[config.mk]
export PLATFORM = sky130hd
export DESIGN_NAME = chkr_back
export DESIGN_NICKNAME = d
export VERILOG_FILES = /design/src/design/chkr_pkg.sv /design/src/design/chkr_back.sv
export SDC_FILE = /design/constraint.sdc
export NUM_CORES = 2
export LEC_CHECK = 0
export BUFFER_PORTS_ARGS = -buffer_cell sky130_fd_sc_hd__buf_4
export CORE_MARGIN = 5
export CORE_UTILIZATION = 33
export DETAILED_ROUTE_END_ITERATION = 7
export GPL_ROUTABILITY_DRIVEN = 0
export MAX_ROUTING_LAYER = met4
export PLACE_DENSITY = 0.56
export SLEW_MARGIN = 20
export SYNTH_ARGS = -nofsm -noshare
export SYNTH_HDL_FRONTEND = slang
export SYNTH_SLANG_ARGS = --single-unit
export TNS_END_PERCENT = 20
[constraint.sdc]
create_clock -name aclk -period 21.5 [get_ports aclk]
set_clock_uncertainty 0.15 [all_clocks]
set_input_delay 0 -clock aclk [delete_from_list [all_inputs] [get_ports aclk]]
set_output_delay 0 -clock aclk [all_outputs]
set_load 0.1 [all_outputs]
[src/design/chkr_pkg.sv]
// ----------------------------------------------------------------------------
// chkr_pkg
// Types, widths and helpers shared by the keyframe resampler modules.
// ----------------------------------------------------------------------------
package chkr_pkg;

    // sample index stays below 2^26: (key + 1) * rate < 2^42
    localparam int IDX_W = 26;
    localparam int LIM_W = 43;
    localparam int RATE_W = 10;
    localparam logic [RATE_W-1:0] DEFAULT_RATE = 10'd30;
    localparam logic [18:0] T_MIN_MAG = 19'd262144;

    typedef struct packed {
        logic [31:0] key_time;
        logic [63:0] in_tangent_vec;
        logic [63:0] value_vec;
        logic [63:0] out_tangent_vec;
        logic        is_last_key;
    } in_item_t;

    typedef struct packed {
        logic [31:0] sample_time;
        logic [63:0] sample_vec;
        logic        last_of_run;
        logic        segment_truncated;
    } out_item_t;

    // queued key with what the front found out about it
    typedef struct packed {
        in_item_t    item;
        logic [31:0] prev_time;
        logic        seg;
    } cmd_t;

    typedef struct packed {
        logic full;
        logic empty;
    } q_status_t;

    function automatic logic signed [15:0] lane16(input logic [63:0] v, input logic [1:0] i);
        lane16 = v[{i, 4'b0000} +: 16];
    endfunction

endpackage

[src/design/chkr_back.sv]
// ----------------------------------------------------------------------------
// chkr_back
// Runs one queued key; for a key that opens a segment: tangent scaling, then per
// sample two bit-serial divisions and a shared multiply-accumulate over the lanes.
// ----------------------------------------------------------------------------
module chkr_back #(
    parameter int LANES = 4,
    parameter int MAX_SAMPLES_PER_SEGMENT = 64
) (
    input  logic                 aclk,
    input  logic                 aresetn,
    input  logic [9:0]           sample_rate,
    input  chkr_pkg::cmd_t       cmd,
    input  chkr_pkg::q_status_t  q_status,
    output logic                 cmd_pop,
    output logic                 m_valid,
    input  logic                 m_ready,
    output chkr_pkg::out_item_t  m_item
);
    import chkr_pkg::*;

    localparam int LANE_W = (LANES > 1) ? $clog2(LANES) : 1;
    localparam int NW = $clog2(MAX_SAMPLES_PER_SEGMENT + 1);
    localparam logic [LANE_W-1:0] LANE_LAST = LANE_W'(LANES - 1);
    localparam logic [NW-1:0] N_LAST = NW'(MAX_SAMPLES_PER_SEGMENT - 1);
    localparam logic [IDX_W:0] MAX_ADD = (IDX_W + 1)'(MAX_SAMPLES_PER_SEGMENT);

    typedef enum logic [3:0] {
        S_IDLE, S_LIM, S_TAN_MUL, S_TAN_ACC, S_CHK, S_DTS, S_DIFF, S_DT,
        S_T0, S_T2, S_T3, S_BASIS, S_LN_MUL, S_LN_ACC, S_EMIT, S_FIN
    } state_t;

    state_t              state_reg;
    logic [IDX_W-1:0]    idx_reg;
    logic [63:0]         prev_val_reg;
    logic [63:0]         prev_tout_reg;
    logic [LIM_W-1:0]    lim_reg;
    logic [31:0]         dt_reg;
    logic                trunc_reg;
    logic [32:0]         m0_reg [LANES];
    logic [32:0]         m1_reg [LANES];
    logic [LANE_W-1:0]   lane_reg;
    logic [2:0]          sub_reg;
    logic signed [59:0]  acc_reg;
    logic signed [46:0]  prod_reg;
    logic [9:0]          rem_ts_reg;
    logic [31:0]         qts_reg;
    logic [4:0]          cnt_reg;
    logic                neg_reg;
    logic                big_reg;
    logic [31:0]         remt_reg;
    logic [18:0]         qt_reg;
    logic signed [19:0]  t_reg;
    logic signed [21:0]  t2_reg;
    logic signed [25:0]  ba_reg, bb_reg, bc_reg, be_reg;
    logic [63:0]         vec_reg;
    logic [NW-1:0]       n_reg;
    logic                m_valid_reg;
    out_item_t           m_item_reg;

    logic [9:0]          rate_eff;
    logic signed [25:0]  mul_a;
    logic signed [20:0]  mul_b;
    logic                hi_shift;
    logic signed [59:0]  prod_ext;
    logic signed [59:0]  accsum;
    logic signed [59:0]  rsum;
    logic [15:0]         sat_lane;
    logic [32:0]         m0_cur, m1_cur;
    logic [15:0]         lane_a;
    logic [10:0]         ts_r2;
    logic                ts_ge;
    logic [32:0]         t_r2;
    logic                t_ge;
    logic [31:0]         absd;
    logic                neg_now;
    logic [IDX_W:0]      idx_inc;
    logic [IDX_W:0]      idx_max;
    logic [LIM_W-1:0]    lim_up;
    logic                last_now;
    logic [18:0]         mag;
    logic signed [25:0]  x2, x3, xt;
    logic signed [23:0]  t3_now;
    logic                emit_fire;

    assign rate_eff  = (sample_rate == 10'd0) ? DEFAULT_RATE : sample_rate;
    assign cmd_pop   = (state_reg == S_FIN);
    assign m_valid   = m_valid_reg;
    assign m_item    = m_item_reg;
    assign emit_fire = (state_reg == S_EMIT) && (!m_valid_reg || m_ready);

    always_comb begin
        m0_cur = m0_reg[lane_reg];
        m1_cur = m1_reg[lane_reg];
        lane_a = sub_reg[1] ? lane16(cmd.item.in_tangent_vec, 2'(lane_reg))
                            : lane16(prev_tout_reg, 2'(lane_reg));
        mul_a    = '0;
        mul_b    = '0;
        hi_shift = 1'b0;
        unique case (state_reg)
            S_TAN_MUL, S_TAN_ACC: begin
                mul_a    = {{10{lane_a[15]}}, lane_a};
                mul_b    = sub_reg[0] ? {5'b0, dt_reg[15:0]} : {5'b0, dt_reg[31:16]};
                hi_shift = !sub_reg[0];
            end
            S_T2: begin
                mul_a = {{6{t_reg[19]}}, t_reg};
                mul_b = {t_reg[19], t_reg};
            end
            S_T3: begin
                mul_a = {4'b0, prod_reg[37:16]};
                mul_b = {t_reg[19], t_reg};
            end
            S_LN_MUL, S_LN_ACC: begin
                case (sub_reg)
                    3'd0: begin
                        mul_a = ba_reg;
                        mul_b = {{5{prev_val_reg[{2'(lane_reg), 4'b1111}]}},
                                 lane16(prev_val_reg, 2'(lane_reg))};
                    end
                    3'd1: begin
                        mul_a    = bb_reg;
                        mul_b    = {{4{m0_cur[32]}}, m0_cur[32:16]};
                        hi_shift = 1'b1;
                    end
                    3'd2: begin
                        mul_a = bb_reg;
                        mul_b = {5'b0, m0_cur[15:0]};
                    end
                    3'd3: begin
                        mul_a = bc_reg;
                        mul_b = {{5{cmd.item.value_vec[{2'(lane_reg), 4'b1111}]}},
                                 lane16(cmd.item.value_vec, 2'(lane_reg))};
                    end
                    3'd4: begin
                        mul_a    = be_reg;
                        mul_b    = {{4{m1_cur[32]}}, m1_cur[32:16]};
                        hi_shift = 1'b1;
                    end
                    default: begin
                        mul_a = be_reg;
                        mul_b = {5'b0, m1_cur[15:0]};
                    end
                endcase
            end
            default: begin
                mul_a = '0;
            end
        endcase

        prod_ext = 60'(prod_reg);
        accsum   = acc_reg + (hi_shift ? (prod_ext <<< 16) : prod_ext);
        rsum     = (accsum + 60'sd32768) >>> 16;
        if (rsum > 60'sd32767) begin
            sat_lane = 16'h7fff;
        end else if (rsum < -60'sd32768) begin
            sat_lane = 16'h8000;
        end else begin
            sat_lane = rsum[15:0];
        end

        ts_r2 = {rem_ts_reg, qts_reg[31]};
        ts_ge = (ts_r2 >= {1'b0, rate_eff});
        t_r2  = {remt_reg, qt_reg[18]};
        t_ge  = (t_r2 >= {1'b0, dt_reg});

        neg_now = (qts_reg < cmd.prev_time);
        absd    = neg_now ? (cmd.prev_time - qts_reg) : (qts_reg - cmd.prev_time);

        idx_inc  = {1'b0, idx_reg} + {{IDX_W{1'b0}}, 1'b1};
        idx_max  = {1'b0, idx_reg} + MAX_ADD;
        lim_up   = lim_reg + LIM_W'(65535);
        last_now = (n_reg == N_LAST) || ({idx_inc, 16'b0} >= lim_reg);

        mag = (big_reg || (qt_reg > T_MIN_MAG)) ? T_MIN_MAG : qt_reg;

        t3_now = prod_reg[39:16];
        x2 = 26'(t2_reg);
        x3 = 26'(t3_now);
        xt = 26'(t_reg);
    end

    always_ff @(posedge aclk) begin
        prod_reg <= mul_a * mul_b;
        if (!aresetn) begin
            state_reg     <= S_IDLE;
            idx_reg       <= '0;
            prev_val_reg  <= '0;
            prev_tout_reg <= '0;
            m_valid_reg   <= 1'b0;
            trunc_reg     <= 1'b0;
        end else begin
            if (emit_fire) begin
                m_valid_reg <= 1'b1;
            end else if (m_ready) begin
                m_valid_reg <= 1'b0;
            end
            unique case (state_reg)
                S_IDLE: begin
                    if (!q_status.empty) begin
                        state_reg <= cmd.seg ? S_LIM : S_FIN;
                        trunc_reg <= 1'b0;
                    end
                end
                S_LIM: begin
                    lim_reg   <= LIM_W'(({1'b0, cmd.item.key_time} + 33'd1) * rate_eff);
                    dt_reg    <= cmd.item.key_time - cmd.prev_time;
                    acc_reg   <= '0;
                    lane_reg  <= '0;
                    sub_reg   <= '0;
                    state_reg <= S_TAN_MUL;
                end
                S_TAN_MUL: begin
                    state_reg <= S_TAN_ACC;
                end
                S_TAN_ACC: begin
                    // odd steps close a tangent: m = floor(lane * dt / 2^16)
                    if (sub_reg[0]) begin
                        acc_reg <= '0;
                        if (sub_reg[1]) begin
                            m1_reg[lane_reg] <= accsum[48:16];
                        end else begin
                            m0_reg[lane_reg] <= accsum[48:16];
                        end
                    end else begin
                        acc_reg <= accsum;
                    end
                    state_reg <= S_TAN_MUL;
                    if (sub_reg == 3'd3) begin
                        sub_reg <= '0;
                        if (lane_reg == LANE_LAST) begin
                            state_reg <= S_CHK;
                        end else begin
                            lane_reg <= lane_reg + 1'b1;
                        end
                    end else begin
                        sub_reg <= sub_reg + 3'd1;
                    end
                end
                S_CHK: begin
                    n_reg <= '0;
                    if ({1'b0, idx_reg, 16'b0} < lim_reg) begin
                        trunc_reg  <= ({idx_max, 16'b0} < lim_reg);
                        rem_ts_reg <= idx_reg[25:16];
                        qts_reg    <= {idx_reg[15:0], 16'b0};
                        cnt_reg    <= '0;
                        state_reg  <= S_DTS;
                    end else begin
                        state_reg <= S_FIN;
                    end
                end
                S_DTS: begin
                    // sample time = (index << 16) / rate, one bit per cycle
                    rem_ts_reg <= ts_ge ? 10'(ts_r2 - {1'b0, rate_eff}) : ts_r2[9:0];
                    qts_reg    <= {qts_reg[30:0], ts_ge};
                    cnt_reg    <= cnt_reg + 5'd1;
                    if (cnt_reg == 5'd31) begin
                        state_reg <= S_DIFF;
                    end
                end
                S_DIFF: begin
                    neg_reg   <= neg_now;
                    big_reg   <= ({3'b0, absd} >= {dt_reg, 3'b0});
                    remt_reg  <= {3'b0, absd[31:3]};
                    qt_reg    <= {absd[2:0], 16'b0};
                    cnt_reg   <= '0;
                    state_reg <= S_DT;
                end
                S_DT: begin
                    // segment position |d| * 2^16 / dt, 19 quotient bits
                    remt_reg <= t_ge ? 32'(t_r2 - {1'b0, dt_reg}) : t_r2[31:0];
                    qt_reg   <= {qt_reg[17:0], t_ge};
                    cnt_reg  <= cnt_reg + 5'd1;
                    if (cnt_reg == 5'd18) begin
                        state_reg <= S_T0;
                    end
                end
                S_T0: begin
                    t_reg     <= neg_reg ? -$signed({1'b0, mag}) : $signed({1'b0, mag});
                    state_reg <= S_T2;
                end
                S_T2: begin
                    state_reg <= S_T3;
                end
                S_T3: begin
                    t2_reg    <= prod_reg[37:16];
                    state_reg <= S_BASIS;
                end
                S_BASIS: begin
                    ba_reg    <= (x3 <<< 1) - (x2 + (x2 <<< 1)) + 26'sd65536;
                    bb_reg    <= x3 - (x2 <<< 1) + xt;
                    bc_reg    <= (x2 + (x2 <<< 1)) - (x3 <<< 1);
                    be_reg    <= x3 - x2;
                    vec_reg   <= '0;
                    acc_reg   <= '0;
                    lane_reg  <= '0;
                    sub_reg   <= '0;
                    state_reg <= S_LN_MUL;
                end
                S_LN_MUL: begin
                    state_reg <= S_LN_ACC;
                end
                S_LN_ACC: begin
                    state_reg <= S_LN_MUL;
                    if (sub_reg == 3'd5) begin
                        acc_reg <= '0;
                        vec_reg[{2'(lane_reg), 4'b0000} +: 16] <= sat_lane;
                        sub_reg <= '0;
                        if (lane_reg == LANE_LAST) begin
                            state_reg <= S_EMIT;
                        end else begin
                            lane_reg <= lane_reg + 1'b1;
                        end
                    end else begin
                        acc_reg <= accsum;
                        sub_reg <= sub_reg + 3'd1;
                    end
                end
                S_EMIT: begin
                    if (emit_fire) begin
                        m_item_reg.sample_time         <= qts_reg;
                        m_item_reg.sample_vec          <= vec_reg;
                        m_item_reg.last_of_run         <= last_now;
                        m_item_reg.segment_truncated   <= trunc_reg;
                        idx_reg                        <= idx_inc[IDX_W-1:0];
                        n_reg                          <= n_reg + 1'b1;
                        if (last_now) begin
                            state_reg <= S_FIN;
                        end else begin
                            rem_ts_reg <= idx_inc[25:16];
                            qts_reg    <= {idx_inc[15:0], 16'b0};
                            cnt_reg    <= '0;
                            state_reg  <= S_DTS;
                        end
                    end
                end
                S_FIN: begin
                    if (cmd.item.is_last_key) begin
                        idx_reg <= '0;
                    end else if (trunc_reg) begin
                        // skipped samples: jump past the key's time
                        idx_reg <= lim_up[41:16];
                    end
                    prev_val_reg  <= cmd.item.value_vec;
                    prev_tout_reg <= cmd.item.out_tangent_vec;
                    state_reg     <= S_IDLE;
                end
                default: begin
                    state_reg <= S_IDLE;
                end
            endcase
        end
    end

endmodule

## After elaboration in Yosys (flattened, before gate mapping)

Memory sizes are Yosys's and may differ from the RTL's. A register that Yosys moved wholly into a read port is not among the register bits.
Cells that the tools add are included.

- Bits in registers: 762
- RAM bits: 264
- Input bits: 273
- Output and inout bits: 100
- Word-level logic and storage cells: 234
- Memories kept: 2

- Add/subtract/negate cells: 24
- Multiply operators: 2
- $lt $le $gt $ge: 11
- Eq/ne operators: 33
- Shifts and indexed selects: 6
- Multiplexer cells: 83
- Reduce and logical (&&, ||, !) cells: 41

Memories:

| name | words | width | read ports | clocked after Yosys merged registers in | wr ports | line | RTL |
|---|---|---|---|---|---|---|---|
| m0_reg | 4 | 33 | 1 | 1 | 1 | chkr_back.sv:40 | `logic [32:0] m0_reg [LANES];` |
| m1_reg | 4 | 33 | 1 | 1 | 1 | chkr_back.sv:41 | `logic [32:0] m1_reg [LANES];` |

Operators by type and width:

| kind | count |
|---|---|
| 64-bit by 7-bit indexed part select with 16-bit output | 4 |
| 60-bit 2-to-1 mux | 3 |
| 60-bit one-hot mux with 3 select lines | 1 |
| 32-bit 2-to-1 mux | 5 |
| 64-bit one-hot mux with 2 select lines | 1 |
| 32-bit subtractor | 4 |
| 21-bit one-hot mux with 5 select lines | 1 |
| 26-bit one-hot mux with 4 select lines | 1 |
| 32-bit one-hot mux with 3 select lines | 1 |
| 26-bit 2-to-1 mux | 3 |
| 26-bit one-hot mux with 3 select lines | 1 |
| 64-bit bitwise mux | 1 |
| 16-bit 2-to-1 mux | 4 |
| 64-bit 2-to-1 mux | 1 |
| 32-bit one-hot mux with 2 select lines | 1 |
| 4-bit one-hot mux with 16 select lines | 1 |
| 16-bit by 8-bit variable shift with 64-bit output (first input constant) | 1 |
| 16-bit by 8-bit indexed part select with 64-bit output | 1 |
| 21-bit one-hot mux with 3 select lines | 1 |
| 60-bit by 17-bit adder with 60-bit output (second input constant) | 1 |
| 60-bit adder | 1 |
| 26-bit one-hot mux with 2 select lines | 1 |
| 10-bit 2-to-1 mux | 5 |
| 26-bit by 21-bit multiplier with 47-bit output | 1 |
| 71 further kinds | 155 |

## Longest topological paths before layout

- Depth after elaboration: 14
- Gate-level depth with buffers: 47
- Mapped depth without buffers: 40

## Worst setup path after synthesis

OpenSTA, ideal clock, no wires.

- Path type: register to register
- From: register sub_reg[1]
- To: register prod_reg[46]
- Setup time: 72 ps
- Data arrival time: 11722 ps
- Data required time: 21278 ps
- Slack: 9556 ps
- Stages on the path, launching flop included: 46
- Buffers on the path: 8
- Clock period less this slack: 11944 ps
- Cell sequence: edfxtp_1 -> clkbuf_1 -> buf_1 -> clkbuf_1 -> clkbuf_1 -> inv_1 -> ha_1 -> nor2b_1 -> clkbuf_1 -> nor3_1 -> clkbuf_1 -> clkbuf_1 -> a21oi_1 -> o21ai_1 -> clkbuf_1 -> nand2_1 -> fa_1 -> inv_1 -> (+10 left out) -> fa_1 -> inv_1 -> ha_1 -> nand4_1 -> nor2_1 -> a211o_1 -> a31o_2 -> a41oi_1 -> o221ai_1 -> a21oi_1 -> o311a_1 -> a21oi_1 -> and4_1 -> o31ai_1 -> nor3_1 -> o31a_1 -> nor2_1 -> xnor2_1

- Word-level cells in the longest chain between the ends: 5
- Elaborated cells between the ends (all ways): 12
- Classes of those cells: mul: 1; eq/ne: 4; mux: 5; reduce/logical: 2

RTL lines:

| element | line | RTL |
|---|---|---|
| start, declared | chkr_back.sv:43 | `logic [2:0] sub_reg;` |
| start signal, assigned | chkr_back.sv:237 | `sub_reg <= sub_reg + 3'd1;` |
| start signal, assigned | chkr_back.sv:316 | `sub_reg <= sub_reg + 3'd1;` |
| 3-bit by 2-bit == test with 1-bit output or 3-bit by 1-bit == test with 1-bit output (tied branches) | chkr_back.sv:115 | `case (sub_reg)` |
| 2-bit OR reduction (no line) | -- |  |
| 26-bit one-hot mux with 3 select lines | chkr_back.sv:115 |  |
| 26-bit one-hot mux with 4 select lines | chkr_back.sv:100 | `unique case (state_reg)` |
| 26-bit by 21-bit multiplier with 47-bit output * | chkr_back.sv:184 | `prod_reg <= mul_a * mul_b;` |
| end signal, assigned | chkr_back.sv:184 |  |
| end, declared | chkr_back.sv:45 | `logic signed [46:0] prod_reg;` |

Mark *: on every way between the ends. The rest lies on a longest branch, timed or not.
A chain may end at the register's enable or synchronous reset.

## Worst setup path after layout

- From: register sub_reg[0]
- To: register prod_reg[46]

The elaborated chain is that of the path after synthesis.

==> summary.md <==
| Metric | Value |
|---|---|
| Status | `finished, violations left` |
| Failing checks | `DRC` |
| Synth Cell Area | `92240 sq um` |
| Pwr Total | `10.76 mW` |
| Largest net degree at the start of global routing | `85` |
| Post-route cell area | `107800 sq um` |
| Reg2reg setup slack | `8.53 ns` |
| Pre-CTS setup slack | `8.560 ns` |
| Synth top area cells | `edfxtp_1 27%, fa_1 18%, ha_1 8.9%` |
| IO Port Bufs | `371` |
| IO Pins | `373` |
| Global-route wire length before repair | `464.6 mm` |
| Worst vdd ir | `0.1053 mV` |
| Detailed Place HPWL | `235.8 mm` |
| DRT Pass-1 Iters | `8` |
| Post-synth cell types | `96` |
| Crit path max fanout | `42` |
| Endpoint class of the critical path | `flop` |
| GRT Total Usage | `21.21%` |
| Area leader, netlist | `edfxtp_1` |
| Layout area overhead | `16.84%` |
| Number of H-tree levels | `3` |
| Core area | `278900 sq um` |
| Ys flop type | `edfxtp_1` |
| Syn avg cell area | `9.682 sq um` |
| Worst path max stage delay | `0.71 ns` |
| Leak | `45.87 nW` |
| Routed len/inst | `21.98 microns` |
| Die Width | `538.7 microns` |
| CTS clk-pin slew, worst paths | `0.06 ns` |
| # rows | `194` |
| Initial Util | `33.07%` |
| Cts hold-fix bufs | `402` |
| Max Slew Vio Count | `0` |
| Final Cycle Share | `60.35%` |
| Slowest cell on crit path | `a31oi_1` |
| Yosys top cell area share | `26.60%` |
| Critical path type | `reg -> reg` |
| Post-synth EDFFs | `817` |
| CP Data Required Time | `22.02 ns` |
| Normalized max-slew margin | `17.17%` |
| Min cycle time layout | `12.97 ns` |
| #FFs+latches synth | `1026` |
| Worst hold path type | `in -> reg` |
| Setup TNS | `0 ns` |
| Placed Area | `99630 sq um` |
| Most frequent cell after synthesis | `inv_1` |
| Antenna violations before repair | `38` |
| Fmax achieved | `0.07707 GHz` |
| Syn nets | `11293` |
| Ys Warns | `0` |
| Critical path's top delay family | `adder cells` |
| Die footprint | `290200 sq um` |
| Final WL | `308.1 mm` |
| Asr flop ratio synth | `0%` |
| Worst hold slack | `0.05551 ns` |
| Worst Max-Slew Pin Slew | `1.238 ns` |
| Worst-skew pair later-pin latency | `0.79 ns` |
| Starting DRT DRC Count | `6189` |
| CTS tree | `built` |
| Post_cts resized | `0` |
| Sequential share of the synthesized area | `31.13%` |
| Max-cap violations | `0` |
| Post-synth top cells | `1271 x inv_1, 1264 x nand2_1, 835 x fa_1` |
| Vias/cell | `5.319` |
| Data arrival, critical path | `13.49 ns` |
| Final WS setup | `8.525 ns` |
| Post-route ant nets | `0` |
| CP startpoint kind | `flop` |
| Share of layout cells above drive strength 1 | `9.660%` |
| Power density cells | `99.88 nW/um^2` |
| Drt drc | `4` |
| RSZ-0062 raised after global routing | `false` |
| Root buffer cell | `clkbuf_16` |
| Max Root-Sink Buffers | `3` |
| Fill cells | `27389` |
| Post-Synthesis Cells | `9527` |
| TritonCTS buffer count | `114` |
| Final Hold Vio Count | `0` |
| Setup Fix Bufs, Post-CTS | `0` |
| Total clock sinks | `1026` |
| Final Net Count | `11934` |
| Number of global-route vias before repair | `75664` |
| Grt total ovfl | `0` |
| Routed vias | `74573` |
| Final setup vio count | `0` |
| CP bufs+invs | `10` |
| Die height | `538.7 microns` |
==> final cells by class <==
type	count	area, sq um	share of cell area, %
Inverter	1273	4788	4.443
Sequential cell	1026	28720	26.65
Clock buffer	140	3042	2.822
Multi-Input combinational cell	6833	57600	53.44
Antenna cell	28	70.07	0.06501
Tap cell	3724	4659	4.323
Clock inverter	77	968.4	0.8986
Timing Repair Buffer	920	7925	7.354
==> metrics by stage <==
stage,util [%],std cells
6_report,38.64,14021
5_1_grt,38.64,14021
4_1_cts,38.60,13993
3_5_place_dp,35.72,13374
3_3_place_gp,35.71,13374
2_1_floorplan,-,9527
==> worst paths after layout <==
kind                     start                 to  depth (start not counted)
min reg2reg  prev_tout_reg[50]  prev_tout_reg[50]                          2
max reg2reg         sub_reg[0]       prod_reg[46]                         40
max                 sub_reg[0]       prod_reg[46]                         40
min                    cmd[14]         dt_reg[14]                          5
==> cell usage in the layout, fill, tap and decap left out, drive strengths merged, types with 19 or more instances in the layout <==
cell	count
ha	658
o21ai	386
a22oi	122
nand3	119
and2	286
nor3	111
nor2b	104
o211ai	33
dlygate4sd3	402
xor2	146
or3	36
clkbuf	140
a31oi	58
mux4	117
clkinv	50
nand2b	65
o21a	64
o21bai	54
inv	1276
diode	28
a211oi	58
xnor2	285
a21boi	32
and4	19
a21oi	562
a21o	169
and3	59
buf	518
nand4	77
o221ai	46
nor4	34
a221oi	21
edfxtp	817
nand2	1265
fa	835
mux2i	57
a222oi	35
or2	30
nor2	659
dfxtp	209
==> layer usage <==
| metal | GRT usage (%) | share of wire [%] | wire length, microns | vias to the layer above |
|---|---|---|---|---|
| met5 | - | 0 | 0 | - |
| met3 | 2.763 | 7.1 | 21800 | 596 |
| met1 | 27.04 | 41 | 125700 | 37389 |
| met2 | 33.97 | 47 | 144700 | 2946 |
| li1 | - | - | - | 33642 |
| met4 | 9.159 | 5.2 | 15910 | 0 |
==> report_power, final <==
part	leakage, nW	internal [mW]	switching [mW]	total (mW)
Sequential	9.15	2.57	0.181	2.76
Clock	1.94	1.22	0.890	2.11
Combinational	34.8	2.19	3.71	5.90
==> worst register-to-register path, delay by kind of cell, from the launching register on <==
family / cells / cell delay (ns)
fa+ha+maj: 10 / 4.93
buf+inv: 10 / 1.73
compound gates: 12 / 4.31
mux: 1 / 0.43
simple gates: 6 / 0.92
xor+xnor: 1 / 0.13
flops: 1 / 0.32
==> cell families after synthesis <==
family	share of synthesized area (%)
mux	3.549
xor+xnor	4.101
buf+inv	6.858
fa+ha+maj	27.05
simple gates	14.48
compound gates	12.83
flops	31.13
Power figures use the tool's default switching activity.
